===== src/rtl/core/pvs_pkg.sv =====
package pvs_pkg;

    // item operation codes
    localparam logic [1:0] OP_SAMPLE  = 2'd0;
    localparam logic [1:0] OP_COMMAND = 2'd1;
    localparam logic [1:0] OP_TICK    = 2'd2;
    localparam logic [1:0] OP_UNUSED  = 2'd3;

    // configuration register indexes
    localparam logic [1:0] CFG_LOW_THRESHOLD = 2'd0;
    localparam logic [1:0] CFG_HIGH_LIMIT    = 2'd1;
    localparam logic [1:0] CFG_BAT_THRESHOLD = 2'd2;
    localparam logic [1:0] CFG_OFF_DELAY     = 2'd3;

    // configuration reset values and limits
    localparam logic [12:0] LOW_THRESHOLD_RST = 13'd500;
    localparam logic [15:0] HIGH_LIMIT_RST    = 16'd14000;
    localparam logic [15:0] BAT_THRESHOLD_RST = 16'd9000;
    localparam logic [15:0] OFF_DELAY_RST     = 16'd2000;
    localparam logic [15:0] LOW_MIN           = 16'd500;
    localparam logic [15:0] LOW_MAX           = 16'd6000;

    // duty values
    localparam logic [6:0] DUTY_ON  = 7'd50;
    localparam logic [6:0] DUTY_MAX = 7'd100;
    localparam logic [7:0] STATUS_DUTY_FLAG = 8'h80;

    // command byte bits
    localparam int CMD_DUTY_BIT   = 7;
    localparam int CMD_MANUAL_BIT = 5;
    localparam int CMD_MOTOR_BIT  = 4;
    localparam int CMD_V1_BIT     = 3;
    localparam int CMD_V1_EXT_BIT = 2;
    localparam int CMD_V2_BIT     = 1;
    localparam int CMD_V2_EXT_BIT = 0;

    typedef struct packed {
        logic [1:0]  op;
        logic [15:0] battery_sample;
        logic [15:0] cr1_sample;
        logic [15:0] cr2_sample;
        logic [7:0]  command_byte;
    } pvs_in_t;

    typedef struct packed {
        logic [15:0] status_word;
        logic        motor_on;
        logic        valve1_on;
        logic        valve1_ext_on;
        logic        valve2_on;
        logic        valve2_ext_on;
        logic [6:0]  duty_out;
    } pvs_out_t;

endpackage


===== src/rtl/core/pump_valve_sequencer.sv =====
// Pump and valve sequencer. Each transfer on the s_ channel (sample set, manual command or
// millisecond tick) yields exactly one status transfer on the m_ channel, taken after the
// item is applied. An item passes through the input register and then the result register,
// and one item is accepted every cycle; the only limit is the result register, which the
// block refills as soon as m_ready takes it. Configuration writes on cfg_we take effect at
// the next clock edge and should only be issued while idle.
module pump_valve_sequencer #(
    parameter int SAMPLE_BITS = 16
) (
    input  logic               aclk,
    input  logic               aresetn,
    input  logic               cfg_we,
    input  logic [1:0]         cfg_index,
    input  logic [15:0]        cfg_wdata,
    input  logic               s_valid,
    output logic               s_ready,
    input  pvs_pkg::pvs_in_t   s_data,
    output logic               m_valid,
    input  logic               m_ready,
    output pvs_pkg::pvs_out_t  m_data
);
    import pvs_pkg::*;

    localparam logic [15:0] SAMPLE_MASK = 16'((32'd1 << SAMPLE_BITS) - 32'd1);

    // configuration registers
    logic [12:0] low_threshold_reg;
    logic [15:0] high_limit_reg;
    logic [15:0] bat_threshold_reg;
    logic [15:0] off_delay_reg;

    // pipeline registers
    logic     in_valid_reg;
    pvs_in_t  in_data_reg;
    logic     out_valid_reg;
    pvs_out_t out_data_reg;

    // sequencer state
    logic        auto_enabled_reg,   auto_enabled_next;
    logic        battery_active_reg, battery_active_next;
    logic        cr1_active_reg,     cr1_active_next;
    logic        cr2_active_reg,     cr2_active_next;
    logic        motor_drive_reg,    motor_drive_next;
    logic        valve1_reg,         valve1_next;
    logic        valve1_ext_reg,     valve1_ext_next;
    logic        valve2_reg,         valve2_next;
    logic        valve2_ext_reg,     valve2_ext_next;
    logic [6:0]  duty_cycle_reg,     duty_cycle_next;
    logic [15:0] off_countdown_reg,  off_countdown_next;
    logic        off_timer_running_reg, off_timer_running_next;

    logic     advance;
    pvs_out_t result;
    logic [15:0] bat_s, c1_s, c2_s;
    logic     f1, f2;
    logic [7:0] status_hi, status_lo;

    // handshake: input stage moves when the result register is free or being taken
    assign advance = in_valid_reg && (!out_valid_reg || m_ready);
    assign s_ready = !in_valid_reg || advance;
    assign m_valid = out_valid_reg;
    assign m_data  = out_data_reg;

    // configuration writes
    always_ff @(posedge aclk) begin
        if (!aresetn) begin
            low_threshold_reg <= LOW_THRESHOLD_RST;
            high_limit_reg    <= HIGH_LIMIT_RST;
            bat_threshold_reg <= BAT_THRESHOLD_RST;
            off_delay_reg     <= OFF_DELAY_RST;
        end else if (cfg_we) begin
            case (cfg_index)
                CFG_LOW_THRESHOLD: begin
                    if (cfg_wdata >= LOW_MIN && cfg_wdata <= LOW_MAX) begin
                        low_threshold_reg <= cfg_wdata[12:0];
                    end
                end
                CFG_HIGH_LIMIT:    high_limit_reg    <= cfg_wdata;
                CFG_BAT_THRESHOLD: bat_threshold_reg <= cfg_wdata;
                CFG_OFF_DELAY:     off_delay_reg     <= cfg_wdata;
                default: ;
            endcase
        end
    end

    // masked samples and channel detect
    assign bat_s = in_data_reg.battery_sample & SAMPLE_MASK;
    assign c1_s  = in_data_reg.cr1_sample & SAMPLE_MASK;
    assign c2_s  = in_data_reg.cr2_sample & SAMPLE_MASK;
    assign f1 = (c1_s > {3'b000, low_threshold_reg}) && (c1_s < high_limit_reg);
    assign f2 = (c2_s > {3'b000, low_threshold_reg}) && (c2_s < high_limit_reg);

    // item processing
    always_comb begin
        auto_enabled_next      = auto_enabled_reg;
        battery_active_next    = battery_active_reg;
        cr1_active_next        = cr1_active_reg;
        cr2_active_next        = cr2_active_reg;
        motor_drive_next       = motor_drive_reg;
        valve1_next            = valve1_reg;
        valve1_ext_next        = valve1_ext_reg;
        valve2_next            = valve2_reg;
        valve2_ext_next        = valve2_ext_reg;
        duty_cycle_next        = duty_cycle_reg;
        off_countdown_next     = off_countdown_reg;
        off_timer_running_next = off_timer_running_reg;
        case (in_data_reg.op)
            OP_SAMPLE: begin
                if (bat_s >= bat_threshold_reg) begin
                    battery_active_next = 1'b1;
                    auto_enabled_next   = 1'b0;
                    motor_drive_next    = 1'b1;
                    duty_cycle_next     = DUTY_ON;
                end else begin
                    // battery removed: drop duty and motor first
                    if (battery_active_reg) begin
                        duty_cycle_next  = '0;
                        motor_drive_next = 1'b0;
                    end
                    battery_active_next = 1'b0;
                    auto_enabled_next   = 1'b1;
                    // two-channel detect rules
                    if (f1 && f2) begin
                        valve2_ext_next  = 1'b0;
                        valve1_ext_next  = 1'b0;
                        motor_drive_next = 1'b1;
                        duty_cycle_next  = DUTY_ON;
                    end else if (f1) begin
                        if (!cr1_active_reg) begin
                            valve2_ext_next = 1'b1;
                            if (!cr2_active_reg) begin
                                motor_drive_next = 1'b1;
                                duty_cycle_next  = DUTY_ON;
                            end
                            cr1_active_next = 1'b1;
                        end
                        if (cr2_active_reg) begin
                            valve1_ext_next = 1'b0;
                            cr2_active_next = 1'b0;
                        end
                    end else if (f2) begin
                        if (!cr2_active_reg) begin
                            valve1_ext_next = 1'b1;
                            if (!cr1_active_reg) begin
                                motor_drive_next = 1'b1;
                                duty_cycle_next  = DUTY_ON;
                            end
                            cr2_active_next = 1'b1;
                        end
                        if (cr1_active_reg) begin
                            valve2_ext_next = 1'b0;
                            cr1_active_next = 1'b0;
                        end
                    end else begin
                        // both channels gone: arm the motor-off countdown
                        if (cr1_active_reg) begin
                            valve2_ext_next = 1'b0;
                        end
                        if (cr2_active_reg) begin
                            valve1_ext_next = 1'b0;
                        end
                        if (cr1_active_reg || cr2_active_reg) begin
                            duty_cycle_next        = '0;
                            off_countdown_next     = off_delay_reg;
                            off_timer_running_next = 1'b1;
                        end
                        cr1_active_next = 1'b0;
                        cr2_active_next = 1'b0;
                    end
                end
            end
            OP_COMMAND: begin
                if (in_data_reg.command_byte[CMD_DUTY_BIT]) begin
                    duty_cycle_next = in_data_reg.command_byte[6:0];
                end else begin
                    auto_enabled_next = !in_data_reg.command_byte[CMD_MANUAL_BIT];
                    motor_drive_next  = in_data_reg.command_byte[CMD_MOTOR_BIT];
                    valve1_next       = in_data_reg.command_byte[CMD_V1_BIT];
                    valve1_ext_next   = in_data_reg.command_byte[CMD_V1_EXT_BIT];
                    valve2_next       = in_data_reg.command_byte[CMD_V2_BIT];
                    valve2_ext_next   = in_data_reg.command_byte[CMD_V2_EXT_BIT];
                end
            end
            OP_TICK: begin
                if (off_timer_running_reg) begin
                    if (off_countdown_reg <= 16'd1) begin
                        off_countdown_next     = '0;
                        off_timer_running_next = 1'b0;
                        if (!cr1_active_reg && !cr2_active_reg) begin
                            motor_drive_next = 1'b0;
                        end
                    end else begin
                        off_countdown_next = off_countdown_reg - 16'd1;
                    end
                end
            end
            default: ;
        endcase
    end

    // status word from the updated state
    always_comb begin
        status_lo = {2'b00, auto_enabled_next, motor_drive_next, valve1_next,
                     valve1_ext_next, valve2_next, valve2_ext_next};
        if (duty_cycle_next != '0 && duty_cycle_next <= DUTY_MAX) begin
            status_hi = STATUS_DUTY_FLAG | {1'b0, duty_cycle_next};
        end else begin
            status_hi = '0;
        end
        result.status_word   = {status_hi, status_lo};
        result.motor_on      = motor_drive_next;
        result.valve1_on     = valve1_next;
        result.valve1_ext_on = valve1_ext_next;
        result.valve2_on     = valve2_next;
        result.valve2_ext_on = valve2_ext_next;
        result.duty_out      = duty_cycle_next;
    end

    // input register
    always_ff @(posedge aclk) begin
        if (!aresetn) begin
            in_valid_reg <= 1'b0;
        end else if (s_ready) begin
            in_valid_reg <= s_valid;
        end
        if (s_valid && s_ready) begin
            in_data_reg <= s_data;
        end
    end

    // result register
    always_ff @(posedge aclk) begin
        if (!aresetn) begin
            out_valid_reg <= 1'b0;
        end else if (advance) begin
            out_valid_reg <= 1'b1;
        end else if (m_ready) begin
            out_valid_reg <= 1'b0;
        end
        if (advance) begin
            out_data_reg <= result;
        end
    end

    // state update once per processed item
    always_ff @(posedge aclk) begin
        if (!aresetn) begin
            auto_enabled_reg      <= 1'b1;
            battery_active_reg    <= 1'b0;
            cr1_active_reg        <= 1'b0;
            cr2_active_reg        <= 1'b0;
            motor_drive_reg       <= 1'b0;
            valve1_reg            <= 1'b0;
            valve1_ext_reg        <= 1'b0;
            valve2_reg            <= 1'b0;
            valve2_ext_reg        <= 1'b0;
            duty_cycle_reg        <= '0;
            off_countdown_reg     <= '0;
            off_timer_running_reg <= 1'b0;
        end else if (advance) begin
            auto_enabled_reg      <= auto_enabled_next;
            battery_active_reg    <= battery_active_next;
            cr1_active_reg        <= cr1_active_next;
            cr2_active_reg        <= cr2_active_next;
            motor_drive_reg       <= motor_drive_next;
            valve1_reg            <= valve1_next;
            valve1_ext_reg        <= valve1_ext_next;
            valve2_reg            <= valve2_next;
            valve2_ext_reg        <= valve2_ext_next;
            duty_cycle_reg        <= duty_cycle_next;
            off_countdown_reg     <= off_countdown_next;
            off_timer_running_reg <= off_timer_running_next;
        end
    end

    // idle countdown is always cleared
    a_timer_idle_zero: assert property (@(posedge aclk) disable iff (!aresetn)
        !off_timer_running_reg |-> off_countdown_reg == '0)
        else $error("countdown non-zero while timer stopped");

    // at most one channel flag is held
    a_channels_exclusive: assert property (@(posedge aclk) disable iff (!aresetn)
        !(cr1_active_reg && cr2_active_reg))
        else $error("both channel flags set");

    // a pending item is not lost while the result stalls
    a_pending_held: assert property (@(posedge aclk) disable iff (!aresetn)
        in_valid_reg && out_valid_reg && !m_ready |=> in_valid_reg && out_valid_reg)
        else $error("pending item dropped under stall");

    // status motor bit follows the motor output
    a_status_motor: assert property (@(posedge aclk) disable iff (!aresetn)
        out_valid_reg |-> out_data_reg.status_word[4] == out_data_reg.motor_on)
        else $error("status motor bit mismatch");

endmodule

===== config.mk =====
export PLATFORM = sky130hd
export DESIGN_NAME = pump_valve_sequencer
export DESIGN_NICKNAME = d
export VERILOG_FILES = /design/src/rtl/core/pvs_pkg.sv /design/src/rtl/core/pump_valve_sequencer.sv
export SDC_FILE = /design/constraint.sdc
export NUM_CORES = 1
export LEC_CHECK = 0
export BUFFER_PORTS_ARGS = -buffer_cell sky130_fd_sc_hd__buf_2
export CAP_MARGIN = 20
export CORE_AREA = 2 2 191 193
export CTS_BUF_LIST = sky130_fd_sc_hd__clkbuf_8 sky130_fd_sc_hd__clkbuf_16
export CTS_CLUSTER_DIAMETER = 150
export DETAILED_ROUTE_END_ITERATION = 10
export DIE_AREA = 0 0 193 195
export GPL_TIMING_DRIVEN = 1
export SYNTH_ARGS = -nofsm -noshare
export SYNTH_HDL_FRONTEND = slang
export SYNTH_SLANG_ARGS = --single-unit

===== constraint.sdc =====
create_clock -name aclk -period 4.8 [get_ports aclk]
set_input_delay 0.72 -clock aclk [delete_from_list [all_inputs] [get_ports aclk]]
set_output_delay 0.72 -clock aclk [all_outputs]
set_load 0.05 [all_outputs]

Yosys cells after proc, flatten, opt, wreduce, memory -nomap -nowiden
Index checks and enable logic that the tools add are counted.
{"block": "classes", "add_sub_neg": 1, "magnitude_cmp": 9, "eq_ne": 11, "mux": 71, "bitwise": 2, "reduce_logical": 29}
{"operator": "2-to-1 mux 16 bit", "n": 7}
{"operator": "2-to-1 mux 7 bit", "n": 11}
{"operator": "2-to-1 mux 1 bit", "n": 45}
{"operator": "> comparator 16 x 13 -> 1 bit", "n": 2}
{"operator": "less-than comparator 16 bit", "n": 2}
{"operator": "case mux 16 bit (2 select lines)", "n": 1}
{"operator": ">= comparator 16 bit", "n": 1}
{"operator": ">= comparator 16 x 9 -> 1 bit, second input constant", "n": 1}
{"operator": "<= comparator 16 x 1 -> 1 bit, second input constant", "n": 1}
{"operator": "<= comparator 16 x 13 -> 1 bit, second input constant", "n": 1}
{"operator": "subtractor 16 x 1 -> 16 bit, second input constant", "n": 1}
{"operator": "case mux 7 bit (2 select lines)", "n": 1}
{"operator": "!= test 2 bit, second input constant", "n": 6}
{"operator": "logical AND 1 bit", "n": 8}
{"operator": "2-to-1 mux 8 bit", "n": 1}
{"operator": "case mux 1 bit (2 select lines)", "n": 4}
{"operator": "AND reduction 2 bit", "n": 4}
{"operator": "AND reduction 8 bit", "n": 1}
{"operator": "<= comparator 7 bit, second input constant", "n": 1}
{"operator": "AND reduction 7 bit", "n": 1}
{"operator": "nonzero test 7 bit", "n": 1}
{"operator": "== test 2 bit, second input constant", "n": 3}
{"operator": "zero test 1 bit", "n": 5}
{"operator": "== test 2 x 1 -> 1 bit, second input constant", "n": 2}
{"operator": "other kinds (7)", "n": 12}
{"block": "word_totals", "ff_bits": 180, "input_bits": 81, "elab_cells": 154}

Logic depth before layout (Yosys ltp)
Gate-level depths: netlist of the first run.
{"block": "logic_depth", "ltp_word": 11, "mapped_depth": 14, "ltp_nobuf": 13}

Worst setup path after synthesis of the first run
Ideal clock, no wire load.
{"block": "synth_path", "path_type": "register -> register", "startpoint": "reg in_data_reg (netlist bit bat_s[13])", "endpoint": "reg out_data_reg (netlist bit m_data[27]), data pin", "setup_ns": 0.284, "arrival_time_ns": 3.057, "required_ns": 4.516, "slack_ns": 1.459, "stages_incl_launch_ff": 12, "n_path_buf": 0, "period_less_slack_ns": 3.341, "cell_sequence": "edfxtp_1 -> ha_1 -> a21o_1 -> a211o_1 -> a2111oi_0 -> o21ai_1 -> a2111oi_2 -> a41oi_1 -> a21boi_0 -> o22ai_2 -> a311oi_4 -> a41oi_1"}
{"block": "synth_via", "elab_chain_len": 6, "word_cells_on_any_way": 7}
{"element": "start: declaration", "line": "pump_valve_sequencer.sv:34", "rtl": "pvs_in_t in_data_reg;"}
{"element": "start signal: assignment", "line": "pump_valve_sequencer.sv:227", "rtl": "in_data_reg <= s_data;"}
{"element": ">= comparator 16 bit *", "line": "pump_valve_sequencer.sv:109", "rtl": "if (bat_s >= bat_threshold_reg) begin"}
{"element": "2-to-1 mux 7 bit *", "line": "pump_valve_sequencer.sv:109"}
{"element": "case mux 7 bit (2 select lines) *", "line": "pump_valve_sequencer.sv:107", "rtl": "case (in_data_reg.op)"}
{"element": "<= comparator 7 bit or nonzero test 7 bit (tied branches)", "line": "pump_valve_sequencer.sv:205", "rtl": "if (duty_cycle_next != '0 && duty_cycle_next <= DUTY_MAX) begin"}
{"element": "logical AND 1 bit *", "line": "pump_valve_sequencer.sv:205"}
{"element": "2-to-1 mux 8 bit *", "line": "pump_valve_sequencer.sv:205"}
{"element": "net status_hi[7]", "line": "pump_valve_sequencer.sv:56", "rtl": "logic [7:0] status_hi, status_lo;"}
{"element": "end signal: assignment", "line": "pump_valve_sequencer.sv:241", "rtl": "out_data_reg <= result;"}
{"element": "end: declaration", "line": "pump_valve_sequencer.sv:36", "rtl": "pvs_out_t out_data_reg;"}
Mark *: on every way through the listed nets, which the timed path passes. The rest lies on a longest branch.
A chain may end at the register's enable or synchronous reset.

Final worst setup path of the first run
{"block": "layout_path", "startpoint": "reg in_data_reg (netlist bit c2_s[1])", "endpoint": "reg out_data_reg (netlist bit m_data[27]), data pin"}
{"block": "layout_via", "elab_chain_len": 10, "word_cells_on_any_way": 13}
{"element": "> comparator 16 x 13 -> 1 bit or less-than comparator 16 bit (tied branches)", "line": "pump_valve_sequencer.sv:91", "rtl": "assign f2 = (c2_s > {3'b000, low_threshold_reg}) && (c2_s < high_limit_reg);"}
{"element": "logical AND 1 bit *", "line": "pump_valve_sequencer.sv:91"}
{"element": "2-to-1 mux 7 bit", "line": "pump_valve_sequencer.sv:141", "rtl": "end else if (f2) begin"}
{"element": "2-to-1 mux 7 bit", "line": "pump_valve_sequencer.sv:128", "rtl": "end else if (f1) begin"}
{"element": "2-to-1 mux 7 bit *", "line": "pump_valve_sequencer.sv:123", "rtl": "if (f1 && f2) begin"}
{"element": "2-to-1 mux 7 bit *", "line": "pump_valve_sequencer.sv:109"}
{"element": "case mux 7 bit (2 select lines) *", "line": "pump_valve_sequencer.sv:107"}
{"element": "<= comparator 7 bit or nonzero test 7 bit (tied branches)", "line": "pump_valve_sequencer.sv:205"}
{"element": "logical AND 1 bit *", "line": "pump_valve_sequencer.sv:205"}
{"element": "2-to-1 mux 8 bit *", "line": "pump_valve_sequencer.sv:205"}
{"element": "net status_hi[7]", "line": "pump_valve_sequencer.sv:56"}
Marked as above.

==> results of run 1 <==
[per-layer routing]
layer / part of all wire, % / track usage [%]
met5: 0 / 0
met3: 4.6 / 2.55
met1: 46 / 16.5
met4: 2.0 / 4.21
met2: 47 / 20.0
[power by group]
part           switching [mW]  leakage (nW)  internal, mW
clock network           0.668         0.289         0.722
registers              0.0409          1.55          1.63
logic                   0.269          2.22         0.138
total                   0.978          4.05          2.49
[placed cells by master (no fill, tap or decap), drive strengths merged, types with 9 or more instances in the layout]
cell type,Yosys,final
nand2b,10,10
o21a,9,9
inv,62,74
dfxtp,96,96
nor3,22,22
a21oi,76,76
nand3,15,15
nand2,143,143
o211ai,22,22
and2,10,10
clkbuf,33,18
nor4,9,9
o21ai,28,28
buf,13,112
ha,74,74
edfxtp,79,79
a211oi,24,24
nor2,83,83
[path summary, 6_finish.rpt]
path         depth (start not counted)  slack [ns]                            endpoint                                from
min                                  1        0.45                   c1_s[2]$_DFFE_PP_                          s_data[26]
max reg2reg                         10        0.90                m_data[27]$_DFFE_PP_                   c2_s[1]$_DFFE_PP_
min reg2reg                          2        0.46  bat_threshold_reg[11]$_SDFFE_PN0P_  bat_threshold_reg[11]$_SDFFE_PN0P_
max                                 10        0.90                m_data[27]$_DFFE_PP_                   c2_s[1]$_DFFE_PP_
[area by class of cell]
| cell class | count | share of cell area [%] |
|---|---|---|
| clock buffers | 18 | 4.38 |
| clock inverters | 14 | 1.28 |
| inverters | 62 | 2.26 |
| multi-input cells | 633 | 39.1 |
| flip-flops and latches | 175 | 41.8 |
| well taps | 461 | 5.61 |
| repair buffers | 112 | 5.55 |
[stage by stage]
step | instance area (um^2) | setup WS [ns] | instances | utilization [%]
final | 10300 | 0.898 | 1475 | 29.0
after global routing | 10300 | 0.566 | 1475 | 29.0
after CTS | 10300 | 0.929 | 1475 | 29.0
after detailed placement | 9700 | 0.984 | 1443 | 27.4
after global placement | 9700 | 1.05 | 1443 | 27.4
after floorplan | 8750 | 1.46 | 916 | -
[Yosys cell counts (all sizes together) (4+ instances only)]
| cell | count | area [um^2] |
|---|---|---|
| a211oi | 24 | 180 |
| a21o | 5 | 37.5 |
| a21oi | 76 | 380 |
| a221oi | 6 | 58.8 |
| a22oi | 4 | 40.0 |
| a31oi | 4 | 25.0 |
| a41oi | 6 | 60.1 |
| and2 | 10 | 62.6 |
| buf | 13 | 78.8 |
| clkbuf | 33 | 124 |
| dfxtp | 96 | 1920 |
| edfxtp | 79 | 2370 |
| ha | 74 | 926 |
| inv | 62 | 233 |
| mux2i | 4 | 40.0 |
| nand2 | 143 | 537 |
| nand2b | 10 | 62.6 |
| nand3 | 15 | 75.1 |
| nand4 | 6 | 37.5 |
| nor2 | 83 | 312 |
| nor2b | 6 | 37.5 |
| nor3 | 22 | 110 |
| nor4 | 9 | 71.3 |
| o211ai | 22 | 165 |
| o21a | 9 | 67.6 |
| o21ai | 28 | 140 |
| o21bai | 5 | 37.5 |
| o41ai | 4 | 35.0 |
| or2 | 5 | 31.3 |
[cells by family after synthesis]
family	synth area share [%]
adder cells (fa/ha/maj)	10.7
buffers and inverters	4.98
other	0.0429
AND/OR/NAND/NOR	16.3
AO/OA/AOI/OAI	17.6
XOR/XNOR	0.501
flip-flops	49.1
multiplexers	0.715
==> results.sh, run 1 <==
export IMPL_outcome="finished, final reports clean"
export IMPL_multi_input_area_mm2=0.00402
export IMPL_setup_viol=0
export IMPL_ys_seq_elements=175
export IMPL_drive_above_1_share_pct=16.7
export IMPL_grt_pass1_vias=6712
export IMPL_regArea_mm2=0.00429
export IMPL_maxSlewHeadroom_pct=32.1
export IMPL_worst_endpoint_arrival_ns=4.05
export IMPL_largest_register_ffs=21
export IMPL_postCtsSetupRepairBufs=0
export IMPL_slowest_delay_ns=0.75
export IMPL_clock_latency_ns=0.44
export IMPL_hold_slack_ns=0.450
export IMPL_pin_count=111
export IMPL_cp_start_kind="flip-flop"
export IMPL_cp_required_ns=4.95
export IMPL_io_buffers=108
export IMPL_row_count=69
export IMPL_syn2layout_area_growth_pct=17.5
export IMPL_slowest_stage="a221oi_1"
export IMPL_first_pass_iters=5
export IMPL_dp_hpwl_um=17100
export IMPL_ys_seq_area_share_pct=49.1
export IMPL_worst_clock_skew_ns=0.0158
export IMPL_crit_family="compound AO/OA/AOI/OAI gates"
export IMPL_path_clk_slew_ns=0.08
export IMPL_worst_path_max_fanout=9
export IMPL_cts_buffers=17
export IMPL_nets=1156
export IMPL_ys_types=71
export IMPL_worstMarginPinSlew_ns=1.02
export IMPL_grt_total_usage_pct=12.4
export IMPL_hold_class="primary input to flip-flop"
export IMPL_hold_viol_final=0
export IMPL_fmax_mhz=256
export IMPL_cp_cell_sequence="ha_1 > a2111oi_0 > nor3_1 > a221oi_1 > nand2_1 > a41oi_1 > nand2_1 > a22oi_2 > and4_4 > a41oi_1"
export IMPL_peakVddDrop_mv=0.260
export IMPL_htreeDepth=4
export IMPL_drt_iter0_drc=484
export IMPL_crit_buf_inv=0
export IMPL_critPathCaptureType="flip-flop"
export IMPL_die_area_mm2=0.0376
export IMPL_vias=7000
export IMPL_synth_area_mm2=0.00874
export IMPL_core_mm2=0.0354
export IMPL_holdBufCountCts=0
export IMPL_clock_sinks=175
export IMPL_cts_resized=0
export IMPL_antenna_cells=0
export IMPL_synth_avg_cell_area_um2=9.56
export IMPL_wl_um=23200
export IMPL_slew_viol_final=0
export IMPL_gp_congestion=0.870
export IMPL_period_needed_ns=3.90
export IMPL_grt_ovfl_total=0
export IMPL_leakage_nw=4.05
export IMPL_syn_inst=915
export IMPL_drt_antenna_violating_nets=0
export IMPL_grt_max_degree=59
export IMPL_clk_path_buf_depth=2
export IMPL_setup_tns_final_ns=0
export IMPL_grt_pass1_wl_um=36000
export IMPL_vias_per_cell=4.75
export IMPL_ys_async_sr_fraction_pct=0
export IMPL_yosys_warnings=0
export IMPL_cts_tree="built"
export IMPL_rsz0062_at_grt="false"
export IMPL_total_power_mw=3.47
export IMPL_die_w_um=193
export IMPL_synth_edf_count=79
export IMPL_cts_root_buf="clkbuf_16"
export IMPL_drc=0
export IMPL_yosys_most_used_dff="dfxtp_1"
export IMPL_drv_cap=0
export IMPL_power_density_mw_per_mm2=337
export IMPL_crit_type="flip-flop to flip-flop"
export IMPL_initial_core_util_pct=24.7
export IMPL_antenna_found_initial=1
export IMPL_fillCellCount=3718
export IMPL_post_route_period_util_pct=81.3
export IMPL_wl_per_cell_um=15.7
export IMPL_die_h_um=195
Power figures use the tool's default switching activity.
==> run 2: changes to the inputs <==
clock period = 3.1 ns   (was 4.8 ns; I/O delays follow)
==> run 2 against run 1 <==
  * The flow now finishes with violations (negative setup slack)
  * Design area increased by 10%
  * Clock power increased by 44%
  * Sequential power increased by 55%
  * Sequential share of layout area decreased by 3.8 points
  * Hold slack got worse by 0.26 ns
  * Register-to-register slack got worse by 1.3 ns
  * Setup slack got worse by 1.3 ns
  * Non-clock buffer count increased by 92
  * Critical endpoint unchanged
  * Utilization increased by 2.9 points
  * Clock skew decreased by 0.0047 ns
  * Wire length increased by 3.8%
  * Via count increased by 3.5%
==> results.sh, run 2 (synthesis gave the netlist of run 1 again) <==
export IMPL_outcome="finished, violations left"
export IMPL_violations="negative setup slack"
export IMPL_worst_endpoint_arrival_ns=3.74
export IMPL_clock_sinks=175
export IMPL_first_pass_iters=5
export IMPL_holdPathStages=1
export IMPL_cp_start_kind="flip-flop"
export IMPL_cp_cell_sequence="ha_4 > nand2_4 > or3_4 > o31a_1 > or4_4 > maj3_2 > a31o_4 > buf_4 > and4_4 > a41oi_1"
export IMPL_drive_above_1_share_pct=27.8
export IMPL_worst_clock_skew_ns=0.0112
export IMPL_path_clk_slew_ns=0.07
export IMPL_drt_iter0_drc=428
export IMPL_setup_viol=31
export IMPL_io_buffers=108
export IMPL_htreeDepth=4
export IMPL_post_route_period_util_pct=112
export IMPL_holdBufCountCts=0
export IMPL_die_h_um=195
export IMPL_drt_antenna_violating_nets=0
export IMPL_clk_path_buf_depth=2
export IMPL_pin_count=111
export IMPL_fmax_mhz=289
export IMPL_period_needed_ns=3.46
export IMPL_final_common_cell="nand2_1"
export IMPL_grt_pass1_vias=6704
export IMPL_slowest_stage="or4_4"
export IMPL_antenna_found_initial=0
export IMPL_rr_worst_depth=10
export IMPL_power_density_mw_per_mm2=475
export IMPL_critPathCaptureType="flip-flop"
export IMPL_crit_type="flip-flop to flip-flop"
export IMPL_die_area_mm2=0.0376
export IMPL_row_count=69
export IMPL_antenna_cells=0
export IMPL_wl_per_cell_um=15.3
export IMPL_peakVddDrop_mv=0.417
export IMPL_stdcell_area_mm2=0.0113
export IMPL_postPlaceCellArea_mm2=0.0104
export IMPL_slew_viol_final=0
export IMPL_dp_hpwl_um=17500
export IMPL_core_mm2=0.0354
export IMPL_slowest_delay_ns=0.61
export IMPL_grt_ovfl_total=0
export IMPL_die_w_um=193
export IMPL_worst_path_max_fanout=4
export IMPL_syn2layout_area_growth_pct=29.5
export IMPL_vias=7246
export IMPL_drc=0
export IMPL_vias_per_cell=4.62
export IMPL_hold_class="primary input to flip-flop"
export IMPL_layout_common_cells="nand2_1 (137), buf_2 (108), dfxtp_1 (95)"
export IMPL_cts_buffers=17
export IMPL_grt_max_degree=69
export IMPL_cts_tree="built"
export IMPL_clock_latency_ns=0.45
export IMPL_hold_viol_final=0
export IMPL_drv_cap=0
export IMPL_fin_util_pct=32.0
export IMPL_gp_congestion=0.871
export IMPL_setup_tns_final_ns=-4.39
export IMPL_maxSlewHeadroom_pct=52.0
export IMPL_initial_core_util_pct=24.7
export IMPL_worstMarginPinSlew_ns=0.720
export IMPL_wl_um=24000
export IMPL_worst_slack_ns=-0.359
export IMPL_cp_required_ns=3.38
export IMPL_leakage_nw=4.56
export IMPL_grt_total_usage_pct=12.6
export IMPL_rsz0062_at_grt="true"
export IMPL_cts_root_buf="clkbuf_16"
export IMPL_hold_slack_ns=0.190
export IMPL_nets=1248
export IMPL_largest_register_ffs=21
export IMPL_grt_pass1_wl_um=36400
[run 2: critical path: cells and delay by family (launching register included)]
family                   cells  cell delay (ns)
AND/OR/NAND/NOR              4             1.21
AO/OA/AOI/OAI                3             0.79
adder cells (fa/ha/maj)      2             0.68
flip-flops                   1             0.45
buffers and inverters        1             0.16
[run 2: per-stage QoR]
stage / instances / total power [mW] / setup WS, ns
floorplan: 916 / 3.06 / -0.164
global placement: 1527 / 3.35 / -0.435
detailed placement: 1527 / 3.36 / -0.482
CTS: 1564 / 5.38 / -0.252
global route: 1567 / 5.59 / -0.454
finish: 1567 / 5.38 / -0.359
[run 2: worst paths after layout]
check | from | to | slack, ns
min reg2reg | bat_threshold_reg[6]$_SDFFE_PN0P_ | bat_threshold_reg[6]$_SDFFE_PN0P_ | 0.46
min | s_data[48] | bat_s[8]$_DFFE_PP_ | 0.19
max | c1_s[12]$_DFFE_PP_ | m_data[27]$_DFFE_PP_ | -0.36
max reg2reg | c1_s[12]$_DFFE_PP_ | m_data[27]$_DFFE_PP_ | -0.36
[run 2: what timing repair did]
item / CTS / global route
pin swaps: 10 / 29
gates cloned: 0 / 1
resized for setup: 29 / 47
endpoints found under the setup margin: 41 / 41
setup buffers: 5 / 3
endpoints found under the hold margin: 0 / 0
[run 2: routing by layer]
layer	part of all wire [%]	wire length (um)	vias to the layer above	global-route usage, %
met3	5.5	1310	22	2.26
met5	0	0	-	0
met4	1.6	374	0	4.18
li1	-	-	3623	-
met1	45	10700	3398	16.3
met2	48	11600	203	21.2
[run 2: final cells by class]
type | instances | area [um^2]
Timing Repair Buffer | 204 | 1330
Clock buffer | 18 | 439
Clock inverter | 14 | 90.1
Multi-Input combinational cell | 633 | 4360
Sequential cell | 175 | 4300
Fill cell | 3619 | 24100
Inverter | 62 | 233
Tap cell | 461 | 577
[run 2: power by group]
part | internal (mW) | switching (mW)
combinational | 0.321 | 0.473
sequential | 2.53 | 0.0633
clock | 1.04 | 0.955
